==> config.mk <==
export PLATFORM = sky130hd
export DESIGN_NAME = swd_host_transfer_engine_unit_flat
export DESIGN_NICKNAME = d
export VERILOG_FILES = /design/src/rtl/core/swdh_pkg.sv /design/src/rtl/core/swdh_in_if.sv /design/src/rtl/core/swdh_out_if.sv /design/src/rtl/core/swd_host_transfer_engine_unit.sv /design/src/rtl/core/swdh_cfg_regs.sv /design/src/rtl/core/swdh_step.sv /design/src/flat_wrapper.sv
export SDC_FILE = /design/constraint.sdc
export NUM_CORES = 1
export LEC_CHECK = 0
export BUFFER_PORTS_ARGS = -buffer_cell sky130_fd_sc_hd__buf_2
export CORE_MARGIN = 1.5
export CORE_UTILIZATION = 45
export DETAILED_ROUTE_END_ITERATION = 6
export PLACE_DENSITY_LB_ADDON = 0.08
export SETUP_SLACK_MARGIN = 0.1
export SKIP_CTS_REPAIR_TIMING = 1
export SLEW_MARGIN = 20
export SYNTH_ARGS = -nofsm -noshare
export SYNTH_HDL_FRONTEND = slang
export SYNTH_SLANG_ARGS = --single-unit
export TNS_END_PERCENT = 100
==> constraint.sdc <==
create_clock -name clk -period 6.1 [get_ports clk]
set_input_delay 0.305 -clock clk [delete_from_list [all_inputs] [get_ports clk]]
set_output_delay 0.305 -clock clk [all_outputs]
set_load 0.03 [all_outputs]
==> src/rtl/core/swdh_pkg.sv <==
`default_nettype none

package swdh_pkg;

	localparam int unsigned DataW  = 32;
	localparam int unsigned CountW = 8;
	localparam int unsigned CfgW   = 8;
	localparam int unsigned CfgIdxW = 2;

	// register indexes of the configuration port
	localparam logic [CfgIdxW-1:0] REG_TURNAROUND = 2'd0;
	localparam logic [CfgIdxW-1:0] REG_FORCE_DATA = 2'd1;
	localparam logic [CfgIdxW-1:0] REG_IDLE_COUNT = 2'd2;

	// status codes reported on the last period of a transfer
	localparam logic [2:0] ST_OK       = 3'd0;
	localparam logic [2:0] ST_WAIT     = 3'd1;
	localparam logic [2:0] ST_FAULT    = 3'd2;
	localparam logic [2:0] ST_PROTOCOL = 3'd3;
	localparam logic [2:0] ST_PARITY   = 3'd4;

	// ACK codes as sampled LSB first
	localparam logic [2:0] ACK_OK    = 3'b001;
	localparam logic [2:0] ACK_WAIT  = 3'b010;
	localparam logic [2:0] ACK_FAULT = 3'b100;

	localparam logic [7:0] HDR_FIXED = 8'h81;

	typedef enum logic [14:0] {
		PH_IDLE    = 15'b000_0000_0000_0001,
		PH_HDR     = 15'b000_0000_0000_0010,
		PH_ACK     = 15'b000_0000_0000_0100,
		PH_RDATA   = 15'b000_0000_0000_1000,
		PH_RPAR    = 15'b000_0000_0001_0000,
		PH_RTURN   = 15'b000_0000_0010_0000,
		PH_WTURN   = 15'b000_0000_0100_0000,
		PH_WDATA   = 15'b000_0000_1000_0000,
		PH_WPAR    = 15'b000_0001_0000_0000,
		PH_IDLEZ   = 15'b000_0010_0000_0000,
		PH_DUMR    = 15'b000_0100_0000_0000,
		PH_TURN    = 15'b000_1000_0000_0000,
		PH_DUMW    = 15'b001_0000_0000_0000,
		PH_TURNW   = 15'b010_0000_0000_0000,
		PH_BACKOFF = 15'b100_0000_0000_0000
	} phase_t;

	typedef struct packed {
		logic [2:0]        turnaround_len;
		logic              force_data_phase;
		logic [CountW-1:0] idle_count;
	} cfg_t;

	typedef struct packed {
		phase_t            phase;
		logic [CountW-1:0] bit_count;
		logic [DataW-1:0]  shift_reg;
		logic [7:0]        header_byte;
		logic              parity_acc;
		logic [2:0]        ack_reg;
		logic              req_is_read;
	} eng_state_t;

	typedef struct packed {
		logic             swdio_out;
		logic             swdio_drive;
		logic             busy_res;
		logic             done_res;
		logic [2:0]       status;
		logic [DataW-1:0] rdata;
	} result_t;

	localparam cfg_t CFG_RESET = '{
		turnaround_len:   3'd1,
		force_data_phase: 1'b0,
		idle_count:       '0
	};

endpackage

`default_nettype wire

==> src/rtl/core/swdh_in_if.sv <==
`default_nettype none

interface swdh_in_if;
	logic        valid;
	logic        ready;
	logic        start_req;
	logic        ap_select;
	logic        is_read;
	logic [1:0]  reg_addr;
	logic [31:0] wdata;
	logic        swdio_in;

	modport source (
		output valid, start_req, ap_select, is_read, reg_addr, wdata, swdio_in,
		input  ready
	);
	modport sink (
		input  valid, start_req, ap_select, is_read, reg_addr, wdata, swdio_in,
		output ready
	);
endinterface

`default_nettype wire

==> src/rtl/core/swdh_out_if.sv <==
`default_nettype none

interface swdh_out_if;
	logic        valid;
	logic        ready;
	logic        swdio_out;
	logic        swdio_drive;
	logic        busy_res;
	logic        done_res;
	logic [2:0]  status;
	logic [31:0] rdata;

	modport source (
		output valid, swdio_out, swdio_drive, busy_res, done_res, status, rdata,
		input  ready
	);
	modport sink (
		input  valid, swdio_out, swdio_drive, busy_res, done_res, status, rdata,
		output ready
	);
endinterface

`default_nettype wire

==> src/rtl/core/swd_host_transfer_engine_unit.sv <==
`default_nettype none

// SWD host transfer engine.
// Every request on req_in stands for one SWCLK period: it carries the start
// controls, the write data and the SWDIO level sampled in that period. Every
// request yields exactly one result on res_out with the level to drive, the
// drive enable, busy, done and, on done, the status and read data.
// A start seen while idle latches the transfer and sends the first header bit
// in the same period; starts during a transfer are ignored.
// A result is registered and shows in the cycle after its request is taken.
// Throughput: one request per cycle unless res_out stalls; the sequencer
// state advances in one step between the state and result registers.
// req_in.ready is high whenever the result register is empty or being taken,
// so a stalled receiver holds one result and back-pressures the request side.
// Configuration writes (turnaround, forced data phase, idle count) are to be
// made while no request is in flight; the block itself does not enforce it.
// Reset: sequencer idle, result register empty, turnaround 1, no forced data
// phase, no idle tail.
module swd_host_transfer_engine_unit
	import swdh_pkg::*;
(
	input  wire logic               clk,
	input  wire logic               arst_n,
	swdh_in_if.sink                 req_in,
	swdh_out_if.source              res_out,
	input  wire logic               cfg_wr_en,
	input  wire logic [CfgIdxW-1:0] cfg_index,
	input  wire logic [CfgW-1:0]    cfg_wdata
);

	cfg_t       cfg;
	eng_state_t state_q;
	eng_state_t state_nxt;
	result_t    step_res;
	result_t    res_q;
	logic       res_valid_q;
	logic       take;

	swdh_cfg_regs u_cfg (
		.clk       (clk),
		.arst_n    (arst_n),
		.cfg_wr_en (cfg_wr_en),
		.cfg_index (cfg_index),
		.cfg_wdata (cfg_wdata),
		.cfg       (cfg)
	);

	swdh_step u_step (
		.cur       (state_q),
		.cfg       (cfg),
		.start_req (req_in.start_req),
		.ap_select (req_in.ap_select),
		.is_read   (req_in.is_read),
		.reg_addr  (req_in.reg_addr),
		.wdata     (req_in.wdata),
		.swdio_in  (req_in.swdio_in),
		.nxt       (state_nxt),
		.res       (step_res)
	);

	assign req_in.ready = !res_valid_q || res_out.ready;
	assign take = req_in.valid && req_in.ready;

	always_ff @(posedge clk or negedge arst_n) begin
		if (!arst_n) begin
			state_q <= '{phase: PH_IDLE, default: '0};
			res_valid_q <= 1'b0;
		end else begin
			if (take) begin
				state_q <= state_nxt;
				res_valid_q <= 1'b1;
			end else if (res_out.ready) begin
				res_valid_q <= 1'b0;
			end
		end
	end

	always_ff @(posedge clk) begin
		if (take) begin
			res_q <= step_res;
		end
	end

	assign res_out.valid       = res_valid_q;
	assign res_out.swdio_out   = res_q.swdio_out;
	assign res_out.swdio_drive = res_q.swdio_drive;
	assign res_out.busy_res    = res_q.busy_res;
	assign res_out.done_res    = res_q.done_res;
	assign res_out.status      = res_q.status;
	assign res_out.rdata       = res_q.rdata;

endmodule

`default_nettype wire

==> src/rtl/core/swdh_cfg_regs.sv <==
`default_nettype none

module swdh_cfg_regs
	import swdh_pkg::*;
(
	input  wire logic               clk,
	input  wire logic               arst_n,
	input  wire logic               cfg_wr_en,
	input  wire logic [CfgIdxW-1:0] cfg_index,
	input  wire logic [CfgW-1:0]    cfg_wdata,
	output cfg_t                    cfg
);

	cfg_t cfg_q;

	always_ff @(posedge clk or negedge arst_n) begin
		if (!arst_n) begin
			cfg_q <= CFG_RESET;
		end else if (cfg_wr_en) begin
			case (cfg_index)
				REG_TURNAROUND: cfg_q.turnaround_len <= cfg_wdata[2:0];
				REG_FORCE_DATA: cfg_q.force_data_phase <= cfg_wdata[0];
				REG_IDLE_COUNT: cfg_q.idle_count <= cfg_wdata[CountW-1:0];
				default: ;
			endcase
		end
	end

	assign cfg = cfg_q;

endmodule

`default_nettype wire

==> src/rtl/core/swdh_step.sv <==
`default_nettype none

// One SWCLK period of the transfer sequencer: next state and line/result values.
module swdh_step
	import swdh_pkg::*;
(
	input  wire eng_state_t        cur,
	input  wire cfg_t              cfg,
	input  wire logic              start_req,
	input  wire logic              ap_select,
	input  wire logic              is_read,
	input  wire logic [1:0]        reg_addr,
	input  wire logic [DataW-1:0]  wdata,
	input  wire logic              swdio_in,
	output eng_state_t             nxt,
	output result_t                res
);

	logic [2:0]        turn;
	logic [3:0]        req;
	logic              active;
	logic [CountW-1:0] ack_pos;
	logic [CountW:0]   cnt_inc;
	logic [CountW:0]   len;
	phase_t            np;
	logic              done;

	// turnaround clamped to 1..4
	always_comb begin
		if (cfg.turnaround_len == 3'd0) begin
			turn = 3'd1;
		end else if (cfg.turnaround_len > 3'd4) begin
			turn = 3'd4;
		end else begin
			turn = cfg.turnaround_len;
		end
	end

	assign req    = {reg_addr, is_read, ap_select};
	assign active = (cur.phase != PH_IDLE) || start_req;

	always_comb begin
		nxt = cur;
		res = '0;
		res.swdio_drive = 1'b1;
		ack_pos = '0;
		cnt_inc = '0;
		len = '0;
		np = PH_IDLE;
		done = 1'b0;

		if (cur.phase == PH_IDLE && start_req) begin
			nxt.phase       = PH_HDR;
			nxt.header_byte = HDR_FIXED | {2'b00, ^req, req, 1'b0};
			nxt.req_is_read = is_read;
			nxt.shift_reg   = is_read ? '0 : wdata;
			nxt.parity_acc  = is_read ? 1'b0 : ^wdata;
			nxt.ack_reg     = '0;
			nxt.bit_count   = '0;
		end

		if (active) begin
			res.busy_res = 1'b1;

			case (nxt.phase)
				PH_HDR: res.swdio_out = nxt.header_byte[nxt.bit_count[2:0]];
				PH_ACK: begin
					res.swdio_drive = 1'b0;
					ack_pos = nxt.bit_count - {{(CountW-3){1'b0}}, turn};
					if (nxt.bit_count >= {{(CountW-3){1'b0}}, turn} && ack_pos < 8'd3) begin
						nxt.ack_reg[ack_pos[1:0]] = nxt.ack_reg[ack_pos[1:0]] | swdio_in;
					end
				end
				PH_RDATA: begin
					res.swdio_drive = 1'b0;
					nxt.shift_reg[nxt.bit_count[4:0]] =
						nxt.shift_reg[nxt.bit_count[4:0]] | swdio_in;
					nxt.parity_acc = nxt.parity_acc ^ swdio_in;
				end
				PH_RPAR: begin
					res.swdio_drive = 1'b0;
					nxt.parity_acc = nxt.parity_acc ^ swdio_in;
				end
				PH_WDATA: res.swdio_out = nxt.shift_reg[nxt.bit_count[4:0]];
				PH_WPAR: res.swdio_out = nxt.parity_acc;
				PH_IDLEZ, PH_DUMW: ;
				default: res.swdio_drive = 1'b0;
			endcase

			case (nxt.phase)
				PH_HDR: len = 9'd8;
				PH_ACK: len = {6'd0, turn} + 9'd3;
				PH_RDATA, PH_WDATA: len = 9'd32;
				PH_IDLEZ: len = {1'b0, cfg.idle_count};
				PH_DUMR, PH_DUMW: len = 9'd33;
				PH_BACKOFF: len = {6'd0, turn} + 9'd33;
				PH_RTURN, PH_WTURN, PH_TURN, PH_TURNW: len = {6'd0, turn};
				default: len = 9'd1;
			endcase

			case (nxt.phase)
				PH_HDR: np = PH_ACK;
				PH_ACK: begin
					if (nxt.ack_reg == ACK_OK) begin
						np = nxt.req_is_read ? PH_RDATA : PH_WTURN;
					end else if (nxt.ack_reg == ACK_WAIT || nxt.ack_reg == ACK_FAULT) begin
						if (cfg.force_data_phase) begin
							np = nxt.req_is_read ? PH_DUMR : PH_TURNW;
						end else begin
							np = PH_TURN;
						end
					end else begin
						np = PH_BACKOFF;
					end
				end
				PH_RDATA: np = PH_RPAR;
				PH_RPAR: np = PH_RTURN;
				PH_RTURN: np = PH_IDLEZ;
				PH_WTURN: np = PH_WDATA;
				PH_WDATA: np = PH_WPAR;
				PH_WPAR: np = PH_IDLEZ;
				PH_DUMR: np = PH_TURN;
				PH_TURNW: np = PH_DUMW;
				default: np = PH_IDLE;
			endcase

			// an empty idle tail is skipped
			if (np == PH_IDLEZ && cfg.idle_count == '0) begin
				np = PH_IDLE;
			end

			cnt_inc = {1'b0, nxt.bit_count} + 9'd1;
			if (cnt_inc >= len) begin
				nxt.phase = np;
				nxt.bit_count = '0;
				done = (np == PH_IDLE);
			end else begin
				nxt.bit_count = cnt_inc[CountW-1:0];
			end

			if (done) begin
				res.done_res = 1'b1;
				if (nxt.ack_reg == ACK_OK) begin
					res.status = (nxt.req_is_read && nxt.parity_acc) ? ST_PARITY : ST_OK;
					res.rdata  = nxt.req_is_read ? nxt.shift_reg : '0;
				end else if (nxt.ack_reg == ACK_WAIT) begin
					res.status = ST_WAIT;
				end else if (nxt.ack_reg == ACK_FAULT) begin
					res.status = ST_FAULT;
				end else begin
					res.status = ST_PROTOCOL;
				end
			end
		end
	end

endmodule

`default_nettype wire
==> src/flat_wrapper.sv <==
// flat-port wrapper written by rule: the top's interface ports become plain ports
module swd_host_transfer_engine_unit_flat import swdh_pkg::*;
  (clk, arst_n, cfg_wr_en, cfg_index, cfg_wdata, req_in_valid, req_in_start_req, req_in_ap_select, req_in_is_read, req_in_reg_addr, req_in_wdata, req_in_swdio_in, req_in_ready, res_out_valid, res_out_swdio_out, res_out_swdio_drive, res_out_busy_res, res_out_done_res, res_out_status, res_out_rdata, res_out_ready);
  swdh_in_if req_in_i ();
  swdh_out_if res_out_i ();
  input  wire logic clk;
  input  wire logic arst_n;
  input  wire logic cfg_wr_en;
  input  wire logic [CfgIdxW-1:0] cfg_index;
  input  wire logic [CfgW-1:0] cfg_wdata;
  input wire logic [$bits(req_in_i.valid)-1:0] req_in_valid;
  input wire logic [$bits(req_in_i.start_req)-1:0] req_in_start_req;
  input wire logic [$bits(req_in_i.ap_select)-1:0] req_in_ap_select;
  input wire logic [$bits(req_in_i.is_read)-1:0] req_in_is_read;
  input wire logic [$bits(req_in_i.reg_addr)-1:0] req_in_reg_addr;
  input wire logic [$bits(req_in_i.wdata)-1:0] req_in_wdata;
  input wire logic [$bits(req_in_i.swdio_in)-1:0] req_in_swdio_in;
  output wire logic [$bits(req_in_i.ready)-1:0] req_in_ready;
  output wire logic [$bits(res_out_i.valid)-1:0] res_out_valid;
  output wire logic [$bits(res_out_i.swdio_out)-1:0] res_out_swdio_out;
  output wire logic [$bits(res_out_i.swdio_drive)-1:0] res_out_swdio_drive;
  output wire logic [$bits(res_out_i.busy_res)-1:0] res_out_busy_res;
  output wire logic [$bits(res_out_i.done_res)-1:0] res_out_done_res;
  output wire logic [$bits(res_out_i.status)-1:0] res_out_status;
  output wire logic [$bits(res_out_i.rdata)-1:0] res_out_rdata;
  input wire logic [$bits(res_out_i.ready)-1:0] res_out_ready;
  assign req_in_i.valid = req_in_valid;
  assign req_in_i.start_req = req_in_start_req;
  assign req_in_i.ap_select = req_in_ap_select;
  assign req_in_i.is_read = req_in_is_read;
  assign req_in_i.reg_addr = req_in_reg_addr;
  assign req_in_i.wdata = req_in_wdata;
  assign req_in_i.swdio_in = req_in_swdio_in;
  assign req_in_ready = req_in_i.ready;
  assign res_out_valid = res_out_i.valid;
  assign res_out_swdio_out = res_out_i.swdio_out;
  assign res_out_swdio_drive = res_out_i.swdio_drive;
  assign res_out_busy_res = res_out_i.busy_res;
  assign res_out_done_res = res_out_i.done_res;
  assign res_out_status = res_out_i.status;
  assign res_out_rdata = res_out_i.rdata;
  assign res_out_i.ready = res_out_ready;
  swd_host_transfer_engine_unit u_core (.clk(clk), .arst_n(arst_n), .req_in(req_in_i), .res_out(res_out_i), .cfg_wr_en(cfg_wr_en), .cfg_index(cfg_index), .cfg_wdata(cfg_wdata));
endmodule
==> impl_metrics.yaml <==
outcome:
  status: "complete, no violations"
layout:
  layout_common_cells: "108 x nand2_1, 92 x buf_2, 84 x o21ai_0"
  layout_commonest_cell: "nand2_1"
  fin_cells: 1172
  drive_above_1_share_pct: 21.96
  syn_to_final_growth_pct: 16.24
  n_antenna_cell: 0
  finalNetCount: 1005
worst_setup_path:
  path_buf_inv: 1
  path_cells: "nor4_4 -> nand4_2 -> or2_2 -> and2_1 -> ha_1 -> nand2_1 -> nor2_1 -> xnor2_1 -> nor2_1 -> ha_1 -> nand4_1 -> o21bai_1 -> a41oi_1 -> and2_1 -> nor4_1 -> o211ai_4 -> buf_4 -> a311oi_2"
  critPathLaunch: "u_core.state_q[61]"
  r2r_start: "u_core.state_q[61]"
  cp_data_arrival_time_ps: 5370
  max_stage_delay_ps: 510
  start_kind: "flip-flop"
  crit_slowest_cell: "or2_2"
  cp_top_family: "simple AND/OR/NAND/NOR gates"
  cp.required_ps: 6350
  crit_type: "reg2reg"
  cp-end-kind: "flip-flop"
  worst-path-max-fanout: 15
cts:
  clock_sinks: 120
  cts.path.max_buffers: 2
  cts_buffers: 17
  insertion_delay_ps: 420
  cts_tree: "done"
  root_buffer: "clkbuf_16"
  clk_pin_slew_worst_paths_ps: 60
  cts.htree.levels: 4
timing:
  skew_ps: 8.190
  fmax_mhz: 195.1
  slew_headroom_pct: 37.67
  rsz0062_at_grt: "no"
  setup_tns_ps: 0
  finalSetupViolCount: 0
  finalMaxSlewViolations: 0
  tightest_slew_ps: 934.9
  fin_crit_sh_pct: 84.04
  hold_violations: 0
  period_needed_ps: 5126
logic_synthesis:
  yosysUniqueCellTypes: 85
  yosys_most_used_dff: "dfrtp_1"
  yosys.area.top_type: "dfrtp_1"
  synth_async_sr_flop_share_pct: 67.50
  synth_area_sq_um: 7875
  synth-edff-count: 39
  syn_nets: 931
  syn_avg_cell_area_sq_um: 9.157
  synth.top_cell.area_share_pct: 25.10
  ys_ff_latch: 120
  synth_area_leaders: "dfrtp_1 25%, edfxtp_1 15%, o21ai_0 5.3%, nand2_1 5.1%, a21oi_1 4.6%"
  synthCells: 860
  ys_warn_count: 0
  synth_seq_area_share_pct: 40.64
power:
  p_leak_nw: 3.690
  max-vdd-ir-drop_mv: 0.2284
  powerDensity_nw_per_um2: 434.3
  total_power_mw: 3.975
die:
  die_x_microns: 135.3
  start_util_pct: 45.85
  die_y_microns: 135.3
  num_rows: 48
  ios: 94
  core_area_sq_um: 17180
  die-area_sq_um: 18300
drt:
  vias: 6993
  ant_nets: 0
  drcViolationCount: 0
  via_per_inst: 5.967
  drt_iter0_drc: 612
  routedWlPerCell_microns: 19.60
  routed_wl_mm: 22.97
  first_pass_iters: 5
global_route:
  grt_pass1_vias: 7045
  grt_pass1_wl_mm: 36.89
  grtUsageTotal_pct: 25.89
  grt-ovfl-total: 0
  antenna_found_initial: 0
  grt_max_degree: 75
placement:
  io_buffers: 93
  gp_congestion: 0.8279
  hpwl_mm: 15.90
  place_inst: 1139
flow_run:
  cap_violations: 0
min_path:
  hold_path.class: "in2reg"
  worstHoldStart: "req_in_valid"
[stage by stage]
| stage | worst slack (ps) | cell area [sq um] | hold slack (ps) | util [%] |
|---|---|---|---|---|
| 6_report | 973.8 | 9154 | 88.69 | 53.29 |
| 5_1_grt | 666.2 | 9154 | 87.90 | 53.29 |
| 4_1_cts | 1061 | 9144 | -210.2 | 53.23 |
| 3_5_place_dp | 1088 | 8513 | 235.7 | 49.56 |
| 3_3_place_gp | 1286 | 8513 | 236.9 | 49.56 |
| 2_1_floorplan | 1672 | 7875 | 9.409 | - |
[flip-flops by register name, summed over array words and instances (netlist names)]
| signal | cells |
|---|---|
| u_core.res_out.done_res | 1 |
| u_core.res_out.valid | 1 |
| u_core.res_out.status | 3 |
| u_core.res_out.swdio_out | 1 |
| u_core.res_out.rdata | 32 |
| u_core.res_out.busy_res | 1 |
| u_core.u_cfg.cfg | 12 |
| u_core.res_out.swdio_drive | 1 |
| u_core.state_q | 68 |
[cell families (layout without fill, tap and decap cells)]
| family | count (synthesis) | count (layout) | synth area share, % |
|---|---|---|---|
| AO/OA/AOI/OAI | 268 | 268 | 22.64 |
| XOR/XNOR | 45 | 45 | 5.005 |
| adder cells (fa/ha/maj) | 18 | 18 | 2.955 |
| buffers and inverters | 93 | 180 | 4.909 |
| flip-flops | 120 | 120 | 40.64 |
| multiplexers | 30 | 30 | 5.783 |
| AND/OR/NAND/NOR | 286 | 286 | 18.07 |
[per-layer routing]
metal / track usage (%) / part of all wire (%) / vias to the layer above
li1: - / - / 3260
met1: 34.07 / 44 / 3418
met5: 0 / 0 / -
met4: 9.797 / 2.7 / 0
met3: 4.639 / 5.9 / 45
met2: 42.63 / 48 / 270
[final timing paths]
kind	end	slack, ps	depth (start not counted)
worst max-delay path	u_core.res_out.rdata[24]	970	18
worst min-delay path	u_core.res_out.valid	90	2
worst max register to register	u_core.res_out.rdata[24]	970	18
worst min register to register	u_core.state_q[5]	470	1
max in group asynchronous	u_core.state_q[42]	4660	3
min in group asynchronous	u_core.res_out.valid	320	2
[cells in the mapped netlist (all sizes together) (11+ instances only)]
library cell and number:
nand2 108, o21ai 88, dfrtp 79, nor2 75, a21oi 73, edfxtp 39
inv 38, xnor2 36, clkbuf 31, buf 23, a211oi 22, ha 17
nor3 17, o31ai 16, mux2 14, nor2b 13, mux4 11
[power by group]
part	switching [mW]	internal, mW
Sequential	0.165	1.05
Combinational	1.03	0.630
Clock	0.365	0.733
[area by class of cell]
type | instances | area (sq um)
inverter | 39 | 146.4
sequential | 120 | 3201
clock buffer | 23 | 457.9
multi-input combinational | 647 | 4304
tap | 225 | 281.5
timing repair buffer | 109 | 590.6
clock inverter | 9 | 172.7
fill | 1636 | 8023
Power figures use the tool's default switching activity.
